## config.mk

```make
export PLATFORM = sky130hd
export DESIGN_NAME = bti_lerp
export DESIGN_NICKNAME = d
export VERILOG_FILES = /design/src/rtl/core/bti_pkg.sv /design/src/rtl/core/bti_lerp.sv
export SDC_FILE = /design/constraint.sdc
export NUM_CORES = 2
export LEC_CHECK = 0
export CORE_MARGIN = 4
export CORE_UTILIZATION = 45
export CTS_CLUSTER_DIAMETER = 150
export DETAILED_ROUTE_END_ITERATION = 7
export DONT_BUFFER_PORTS = 1
export PLACE_DENSITY_LB_ADDON = 0.2
export SLEW_MARGIN = 20
export SYNTH_ARGS = -nofsm -noshare
export SYNTH_HDL_FRONTEND = slang
export SYNTH_SLANG_ARGS = --single-unit
```

## constraint.sdc

```tcl
create_clock -name i_clk -period 18.15 [get_ports i_clk]
set_input_delay 1.815 -clock i_clk [delete_from_list [all_inputs] [get_ports i_clk]]
set_output_delay 1.815 -clock i_clk [all_outputs]
set_load 0.005 [all_outputs]
```

## src/rtl/core/bti_pkg.sv

```systemverilog
// ----------------------------------------------------------------------------
// bti_pkg
// Shared types and constants of the bilinear table interpolator.
// ----------------------------------------------------------------------------
package bti_pkg;

    localparam int MaxRows  = 64;
    localparam int MaxCols  = 64;
    localparam int FracBits = 16;
    localparam int RowW     = $clog2(MaxRows);
    localparam int ColW     = $clog2(MaxCols);
    localparam int BankDepth = (MaxRows / 2) * (MaxCols / 2);
    localparam int BankAw    = $clog2(BankDepth);

    // Register stages from the accepting edge to the result register.
    localparam int Stages = 5;

    // Configuration register indexes.
    localparam logic [2:0] CFG_X_START = 3'd0;
    localparam logic [2:0] CFG_X_END   = 3'd1;
    localparam logic [2:0] CFG_Y_START = 3'd2;
    localparam logic [2:0] CFG_Y_END   = 3'd3;
    localparam logic [2:0] CFG_X_SCALE = 3'd4;
    localparam logic [2:0] CFG_Y_SCALE = 3'd5;
    localparam logic [2:0] CFG_X_INTV  = 3'd6;
    localparam logic [2:0] CFG_Y_INTV  = 3'd7;

    // Result status codes.
    localparam logic [1:0] ST_INTERP  = 2'd0;
    localparam logic [1:0] ST_CLAMPED = 2'd1;
    localparam logic [1:0] ST_WR_DONE = 2'd2;
    localparam logic [1:0] ST_WR_OOR  = 2'd3;

    typedef struct packed {
        logic               kind;
        logic signed [31:0] x_coord;
        logic signed [31:0] y_coord;
        logic [5:0]         row_index;
        logic [5:0]         col_index;
        logic signed [31:0] entry_value;
    } t_in_item;

    typedef struct packed {
        logic signed [31:0] z_value;
        logic [1:0]         status;
    } t_out_item;

    // One item's position in one axis: base index and fraction (fraction
    // of exactly one is carried by the extra top bit).
    typedef struct packed {
        logic [RowW-1:0]   idx;
        logic [FracBits:0] frac;
    } t_axis_pos;

endpackage

```

## src/rtl/core/bti_lerp.sv

```systemverilog
// ----------------------------------------------------------------------------
// bti_lerp
// Registered linear blend a + floor((b - a) * f / ONE).
// ----------------------------------------------------------------------------
module bti_lerp (
    input  logic                         i_clk,
    input  logic signed [33:0]           i_a,
    input  logic signed [33:0]           i_b,
    input  logic [bti_pkg::FracBits:0]   i_frac,
    output logic signed [33:0]           o_z
);
    import bti_pkg::*;

    logic signed [34:0] w_diff;
    logic signed [52:0] w_prod;
    logic signed [33:0] r_z;

    // One multiply per blend, registered.
    always_comb begin
        w_diff = 35'(i_b) - 35'(i_a);
        w_prod = 53'(w_diff) * 53'($signed({1'b0, i_frac}));
    end

    always_ff @(posedge i_clk) begin
        r_z <= i_a + 34'(w_prod >>> FracBits);
    end

    assign o_z = r_z;

endmodule
```

==> results.py <==
metrics = {
    "drt": {
        "drt-total-wl_um": 68580,
        "drc": 0,
        "vias_per_cell": 5.384,
        "vias": 18670,
        "firstDrtPassIters": 5,
        "avgRoutedWirePerCell_um": 19.78,
        "drt_iter0_drc": 963,
        "drtAntennaViolNets": 0,
    },
    "timing": {
        "max_slew_margin_pct": 17.81,
        "setup-tns-final_ps": 0,
        "worstMarginPinSlew_ps": 1227,
        "rsz0062_at_grt": "false",
        "finalCriticalPeriod_ps": 13640,
        "post-route-period-util_pct": 75.14,
        "drv_slew": 0,
        "setup_viol": 0,
        "whs_ps": 1645,
        "final_hold_viol_count": 0,
        "max_freq_ghz": 0.07333,
    },
    "clock_network": {
        "cts.repair.resized": 0,
        "cts_buffers": 5,
        "clk_pin_slew_ps": 70,
        "cts-root-buf": "clkbuf_16",
        "postCtsSetupRepairBufs": 0,
        "cts_hold_buf": 0,
        "clockBufferDepth": 2,
        "cts_tree": "yes",
        "clock_sinks": 34,
        "htree_levels": 2,
    },
    "floorplan": {
        "dieArea_um2": 57630,
        "dieWidth_um": 240.1,
        "core_um2": 52970,
        "die_h_um": 240.1,
        "rows": 84,
        "io-pin-count": 120,
        "initial_core_util_pct": 45.75,
    },
    "placement": {
        "placedCellCount": 3457,
        "dp_hpwl_um": 53280,
        "io_buffers": 0,
        "gp_congestion": 0.8718,
    },
    "synthesis": {
        "synthesis.nets": 3682,
        "synth-seq-cells": 34,
        "syn-cell-area_um2": 24230,
        "synthCells": 2869,
        "synth_cell_types": 64,
        "synth_warnings": 0,
        "ys_async_sr_fraction_pct": 0,
        "yosysSeqAreaShare_pct": 2.809,
        "ys.flop_type": "dfxtp_1",
        "synth_area_per_cell_um2": 8.446,
        "synth_edf_count": 0,
    },
    "final_layout": {
        "nets": 3589,
        "largest_register_ffs": 34,
        "stdcell_count": 3467,
        "drive_gt1_share_pct": 2.305,
        "area_delta_synth_final_pct": 3.289,
    },
    "critical_path": {
        "path_class": "primary input to register",
        "critPathSlowestCell": "xnor2_2",
        "critPathCaptureType": "register",
        "cp.arrival_ps": 13830,
        "crit_required_ps": 18340,
        "start_kind": "primary input",
        "max_stage_delay_ps": 960,
        "path_max_fanout": 17,
    },
    "hold_path": {
        "hp-start": "i_a[0]",
        "holdPathEnd": "o_z[0]$_DFF_P_",
        "holdPathStages": 1,
        "holdCritPathClass": "primary input to register",
    },
    "outcome": {
        "outcome": "finished clean",
    },
    "global_route": {
        "grt-ovfl-total": 0,
        "grt_pass1_wl_um": 109200,
        "track_usage_pct": 24.42,
        "grt_pass1_vias": 19740,
        "antenna_found_initial": 0,
        "grt_max_degree": 39,
    },
    "job": {
        "max_cap_viol_count": 0,
    },
}
[worst max-delay path, delay by kind of cell]
| kind | cells | cell delay, ps |
|---|---|---|
| xor gates and xnor gates | 3 | 1280 |
| buffers and inverters | 4 | 180 |
| adders and majority gates | 9 | 4010 |
| and+or+nand+nor | 7 | 1390 |
| AOI/OAI and AO/OA | 19 | 5100 |
[placed cells by master (no fill, tap or decap), types with 31 or more instances in the layout]
cell type,n
inv_1,740
o21ai_0,49
fa_1,546
a21o_1,31
nand2_1,347
and2_1,245
xnor2_1,63
ha_1,181
dfxtp_1,34
nor2b_1,51
nor2_1,59
a21oi_1,89
nand3_1,44
[metal layers]
layer  GRT usage (%)  part of all wire (%)  vias up
met4           8.290                   3.7        0
met5               0                     0        -
met2           43.28                    51      604
met1           30.44                    40     9572
li1                -                     -     8349
met3           3.911                   5.5      141
[synthesized netlist by cell type (all sizes together), types with 31 or more instances]
| library cell | count | area, µm² |
|---|---|---|
| fa | 546 | 10930 |
| inv | 740 | 2778 |
| dfxtp | 34 | 680.7 |
| a21o | 31 | 232.7 |
| nor2b | 51 | 319.1 |
| o21ai | 54 | 270.3 |
| nand2 | 347 | 1303 |
| xnor2 | 71 | 629.4 |
| nand3 | 44 | 220.2 |
| clkbuf | 113 | 425.4 |
| and2 | 245 | 1533 |
| ha | 181 | 2265 |
| nor2 | 62 | 235.2 |
| a21oi | 91 | 459.2 |
[area by class of cell]
class | instances | area [µm²]
repair buffers | 25 | 187.7
clock buffers | 6 | 128.9
clock inverters | 1 | 7.507
diodes | 3 | 7.507
inverters | 742 | 2785
multi-input cells | 1968 | 20370
well taps | 688 | 860.8
flip-flops and latches | 34 | 680.7
fillers | 5198 | 27940
[worst max path at each step]
stage	startpoint	to	slack, ps
floorplan	i_a[1]	o_z[33]$_DFF_P_	6530
global placement	i_a[2]	o_z[33]$_DFF_P_	4390
detailed placement	i_a[2]	o_z[33]$_DFF_P_	4250
CTS	i_a[1]	o_z[33]$_DFF_P_	4520
global route	i_a[2]	o_z[33]$_DFF_P_	3540
finish	i_a[3]	o_z[33]$_DFF_P_	4510
[stage by stage]
stage	instance area (µm²)	setup WS (ps)	util, %
final	25030	4512	47.25
after global routing	25020	3544	47.24
after CTS	25020	4524	47.23
after detailed placement	24880	4251	46.97
after global placement	24880	4388	46.97
after floorplan	24230	6531	-
[kinds of logic (layout without fill, tap and decap cells)]
kind of cell / after synthesis / after routing / synth area share, %
AO/OA/AOI/OAI: 297 / 297 / 8.107
XOR/XNOR: 97 / 97 / 3.656
adder cells (fa/ha/maj): 727 / 727 / 54.45
buffers and inverters: 867 / 774 / 13.56
flip-flops: 34 / 34 / 2.809
other: 0 / 3 / 0
AND/OR/NAND/NOR: 847 / 847 / 17.41
Power is not shown: default switching activity piles up to over one toggle a cycle in this logic, so the estimate is an artifact.
