<file path="config.mk">
export PLATFORM = sky130hd
export DESIGN_NAME = bti_axis
export DESIGN_NICKNAME = d
export VERILOG_FILES = /design/src/rtl/core/bti_pkg.sv /design/src/rtl/core/bti_axis.sv
export SDC_FILE = /design/constraint.sdc
export NUM_CORES = 2
export LEC_CHECK = 0
export BUFFER_PORTS_ARGS = -buffer_cell sky130_fd_sc_hd__buf_2
export CAP_MARGIN = 20
export CELL_PAD_IN_SITES_DETAIL_PLACEMENT = 0
export CELL_PAD_IN_SITES_GLOBAL_PLACEMENT = 1
export CORE_MARGIN = 5
export CORE_UTILIZATION = 29
export CTS_BUF_LIST = sky130_fd_sc_hd__clkbuf_4 sky130_fd_sc_hd__clkbuf_8
export CTS_CLUSTER_SIZE = 12
export DETAILED_ROUTE_END_ITERATION = 7
export HOLD_SLACK_MARGIN = 0.1
export PLACE_DENSITY = 0.57
export SYNTH_ARGS = -nofsm -noshare
export SYNTH_HDL_FRONTEND = slang
export SYNTH_SLANG_ARGS = --single-unit
</file>
<file path="constraint.sdc">
create_clock -name i_clk -period 14.3 [get_ports i_clk]
set_clock_uncertainty 0.15 [all_clocks]
set_input_delay 2.86 -clock i_clk [delete_from_list [all_inputs] [get_ports i_clk]]
set_output_delay 2.86 -clock i_clk [all_outputs]
set_load 0.05 [all_outputs]
</file>
<file path="src/rtl/core/bti_pkg.sv">
// ----------------------------------------------------------------------------
// bti_pkg
// Shared types and constants of the bilinear table interpolator.
// ----------------------------------------------------------------------------
package bti_pkg;

    localparam int MaxRows  = 64;
    localparam int MaxCols  = 64;
    localparam int FracBits = 16;
    localparam int RowW     = $clog2(MaxRows);
    localparam int ColW     = $clog2(MaxCols);
    localparam int BankDepth = (MaxRows / 2) * (MaxCols / 2);
    localparam int BankAw    = $clog2(BankDepth);

    // Register stages from the accepting edge to the result register.
    localparam int Stages = 5;

    // Configuration register indexes.
    localparam logic [2:0] CFG_X_START = 3'd0;
    localparam logic [2:0] CFG_X_END   = 3'd1;
    localparam logic [2:0] CFG_Y_START = 3'd2;
    localparam logic [2:0] CFG_Y_END   = 3'd3;
    localparam logic [2:0] CFG_X_SCALE = 3'd4;
    localparam logic [2:0] CFG_Y_SCALE = 3'd5;
    localparam logic [2:0] CFG_X_INTV  = 3'd6;
    localparam logic [2:0] CFG_Y_INTV  = 3'd7;

    // Result status codes.
    localparam logic [1:0] ST_INTERP  = 2'd0;
    localparam logic [1:0] ST_CLAMPED = 2'd1;
    localparam logic [1:0] ST_WR_DONE = 2'd2;
    localparam logic [1:0] ST_WR_OOR  = 2'd3;

    typedef struct packed {
        logic               kind;
        logic signed [31:0] x_coord;
        logic signed [31:0] y_coord;
        logic [5:0]         row_index;
        logic [5:0]         col_index;
        logic signed [31:0] entry_value;
    } t_in_item;

    typedef struct packed {
        logic signed [31:0] z_value;
        logic [1:0]         status;
    } t_out_item;

    // One item's position in one axis: base index and fraction (fraction
    // of exactly one is carried by the extra top bit).
    typedef struct packed {
        logic [RowW-1:0]   idx;
        logic [FracBits:0] frac;
    } t_axis_pos;

endpackage

</file>
<file path="src/rtl/core/bti_axis.sv">
// ----------------------------------------------------------------------------
// bti_axis
// Position arithmetic for one axis over two stages: clamp and offset, then
// multiply by the scale and select cell index and fraction.
// ----------------------------------------------------------------------------
module bti_axis (
    input  logic                     i_clk,
    input  logic signed [31:0]       i_coord,
    input  logic signed [31:0]       i_start,
    input  logic signed [31:0]       i_end,
    input  logic [31:0]              i_scale,
    input  logic [5:0]               i_intv,
    output logic                     o_outside,
    output bti_pkg::t_axis_pos       o_pos_interp,
    output logic [5:0]               o_idx_clamp
);
    import bti_pkg::*;

    logic        n_outside;
    logic [32:0] n_diff;
    logic signed [32:0] w_c;
    logic signed [32:0] w_d;
    logic        r_outside;
    logic [32:0] r_diff;
    logic [31:0] r_scale;
    logic [5:0]  r_intv;
    logic [64:0] w_prod;
    logic [48:0] w_pos;
    logic [32:0] w_cell;

    // Stage A: raise the coordinate to start, then lower it to end, and take
    // the offset from start.
    always_comb begin
        w_c = 33'(i_coord);
        n_outside = 1'b0;
        if (i_coord < i_start) begin
            w_c = 33'(i_start);
            n_outside = 1'b1;
        end
        if (w_c > 33'(i_end)) begin
            w_c = 33'(i_end);
            n_outside = 1'b1;
        end
        w_d = w_c - 33'(i_start);
        n_diff = w_d[32] ? 33'd0 : w_d;
    end

    always_ff @(posedge i_clk) begin
        r_outside <= n_outside;
        r_diff    <= n_diff;
        r_scale   <= i_scale;
        r_intv    <= i_intv;
    end

    // Stage B: scale, then split into cell and fraction.
    always_comb begin
        w_prod = 65'(r_diff) * 65'(r_scale);
        w_pos  = w_prod[FracBits +: 49];
        w_cell = w_pos[FracBits +: 33];
        o_pos_interp.idx  = w_cell[5:0];
        o_pos_interp.frac = {1'b0, w_pos[FracBits-1:0]};
        if (w_cell >= 33'(r_intv)) begin
            o_pos_interp.idx  = r_intv - 6'd1;
            o_pos_interp.frac = {1'b1, {FracBits{1'b0}}};
        end
        o_idx_clamp = (w_cell > 33'(r_intv)) ? r_intv : w_cell[5:0];
    end

    assign o_outside = r_outside;

endmodule

</file>
==> key figures <==
Outcome
  • Status: finished, final reports clean

Setup path
  • Cell repeated most along the worst path: fa_1
  • Slowest CP cell: dfxtp_1
  • Crit path required time: 11.29 ns
  • CP Data Arrival Time: 10.59 ns
  • Critical Path End Type: primary output
  • Worst stage delay on the critical path: 0.96 ns
  • Max Fanout on Critical Path: 23
  • Crit path kind: reg2out
  • CP startpoint kind: flip-flop

Floorplanning
  • Core area: 0.1353 sq mm
  • Row cnt: 135
  • Io pins: 165
  • Die area: 0.1433 sq mm
  • Die Y: 378.6 um
  • Starting density of the core: 29.11%
  • Die W: 378.6 um

Synthesis
  • Gate Count Post-Synth: 4461
  • Post-synthesis sequential area ratio: 3.608%
  • Multiplexer area fraction after synthesis: 2.316%
  • XOR/XNOR Fraction of Synth Area: 1.445%
  • Async SR Flop Fraction: 0%
  • Synth Net Count: 5861
  • Synth Area in Adders: 57.28%
  • Top post-synthesis cells by area: fa_1, ha_1, inv_1, and2_1, nand2_1
  • Synth Warn #: 0
  • Ys flop type: dfxtp_1
  • Register bit total from synthesis: 71
  • Avg Cell Area, Syn: 8.830 sq um
  • Synth cell count leaders: inv_1, fa_1, nand2_1
  • Largest family of logic cells by synthesized area: adder cells
  • EDFF count, synth: 0
  • Synth area leader: fa_1
  • Synth Area in Compound Gates: 6.369%
  • Synthesized area: 0.03939 sq mm
  • Most common cell in the netlist: inv_1
  • Yosys top cell area share: 45.59%
  • Post-synthesis cell type count: 76
  • Synth Area in Simple Gates: 17.46%

Route
  • Router iterations before antenna repair: 5
  • Initial DRC Count: 1296
  • Vias: 29310
  • Vias per cell: 4.658
  • DRC: 0
  • Post-Route WL: 121300 um
  • Avg WL per Cell: 19.28 um
  • Antenna-violating nets left: 0

CTS
  • H-Tree Depth: 3
  • CTS Buffer Depth: 2
  • CTS tree: done
  • Buffer count from post-CTS setup fixing: 0
  • Worst-path clk slew: 0.12 ns
  • Clock root cell: clkbuf_8
  • TritonCTS Sinks: 71
  • TritonCTS Buffers: 9

Timing
  • Tmin final: 13.60 ns
  • FMAX: 73.53 MHz
  • RSZ-0062 raised after global routing: false
  • Count of final max-slew check failures: 0
  • Final-report hold violation count: 0
  • # setup viols final: 0
  • Worst-Margin Slew: 1.109 ns
  • Period utilization: 95.11%
  • Sum Neg Setup Slack: 0 ns
  • Slew margin rel.: 26.00%

Worst hold path
  • Hold_sp: i_intv[4]
  • Hold Path Depth: 1
  • Hold Crit Class: in2reg
  • Worst Hold End: r_intv[4]$_DFF_P_

Global route
  • Largest net degree at the start of global routing: 33
  • First-pass GRT wire length: 193300 um
  • Vias in the first global route: 32720
  • Grt ovf: 0
  • Initial antenna violation count: 10
  • Total track usage: 17.54%

Cells and area
  • Syn-to-layout area delta: 7.991%
  • Layout Nets: 5896
  • Filler Cell Count: 14360
  • Share of layout cells above drive strength 1: 8.109%

Placed design
  • Post-DP HPWL: 105300 um
  • Port Buf Inserts: 164
  • Placer Congestion: 0.8508

Job
  • Max-Cap Viols: 0
[area by class of cell]
| type | instances | area [sq um] | area share (%) |
|---|---|---|---|
| clock buffer | 9 | 123.9 | 0.2912 |
| clock inverter | 7 | 61.31 | 0.1441 |
| inverter | 968 | 3633 | 8.541 |
| timing repair buffer | 259 | 1587 | 3.730 |
| antenna | 11 | 27.53 | 0.06471 |
| multi-input combinational | 3187 | 33460 | 78.65 |
| sequential | 71 | 1421 | 3.341 |
| tap | 1781 | 2228 | 5.238 |
[state kept, by name (all words and copies together) (netlist names)]
signal     flops
o_outside      1
r_diff        32
r_intv         6
r_scale       32
[worst max-delay path, delay by kind of cell (launching register included)]
kind,cells,cell delay [ns]
AOI/OAI and AO/OA,5,1.22
muxes,1,0.36
adders and majority gates,10,4.93
buffers and inverters,4,0.89
xor gates and xnor gates,1,0.38
and+or+nand+nor,6,1.27
DFF,1,0.96
[worst max path at each step]
stage,from,end,slack [ns],cells past startpoint
4_1_cts,r_scale[11]$_DFF_P_,o_idx_clamp[4],0.55,28
6_report,r_scale[9]$_DFF_P_,o_pos_interp[20],0.70,27
2_1_floorplan,r_diff[12]$_SDFF_PP0_,o_pos_interp[17],2.36,33
3_5_place_dp,r_scale[11]$_DFF_P_,o_idx_clamp[4],1.22,28
3_3_place_gp,r_scale[11]$_DFF_P_,o_idx_clamp[4],1.13,26
5_1_grt,r_scale[8]$_DFF_P_,o_pos_interp[20],0.11,33
[timing repair]
item / CTS / global route
hold buffers: 0 / 0
endpoints found under the setup margin: 0 / 8
resized for setup: 0 / 1
[kinds of logic after synthesis]
| kind of cell | after synthesis |
|---|---|
| compound gates | 391 |
| xor+xnor | 65 |
| fa+ha+maj | 1265 |
| buf+inv | 1203 |
| flops | 71 |
| mux | 82 |
| simple gates | 1384 |
[per-layer routing]
metal / share of wire [%] / track usage (%)
met3: 3.6 / 1.915
met1: 45 / 23.54
met4: 1.8 / 3.375
met5: 0.011 / 0
met2: 50 / 30.74
[metrics by stage]
stage	instance area, sq um	cells	util [%]	hold slack [ns]	worst slack, ns
5_1_grt	42520	6287	31.43	2.175	0.1053
3_5_place_dp	42310	6265	31.27	2.814	1.222
2_1_floorplan	39390	4461	-	2.738	2.358
4_1_cts	42490	6281	31.41	2.187	0.5491
3_3_place_gp	42260	6263	31.23	2.813	1.134
6_report	42540	6293	31.44	2.230	0.6999
[cells in the final DEF, fill, tap and decap left out, types with 14 or more instances in the layout]
| cell | n |
|---|---|
| fa_1 | 897 |
| a21o_1 | 69 |
| inv_1 | 968 |
| ha_1 | 368 |
| buf_2 | 164 |
| o21ai_0 | 78 |
| o31ai_1 | 14 |
| dfxtp_1 | 71 |
| nor2_1 | 91 |
| nor3_1 | 22 |
| nand2b_1 | 15 |
| and2_1 | 492 |
| o21bai_1 | 17 |
| mux2_2 | 72 |
| nand3_1 | 20 |
| xnor2_1 | 36 |
| nand2_1 | 632 |
| buf_4 | 91 |
| nand4_1 | 45 |
| o21a_1 | 17 |
| a21oi_1 | 120 |
| xor2_1 | 29 |
Power is not shown: default switching activity piles up to over one toggle a cycle in this logic, so the estimate is an artifact.
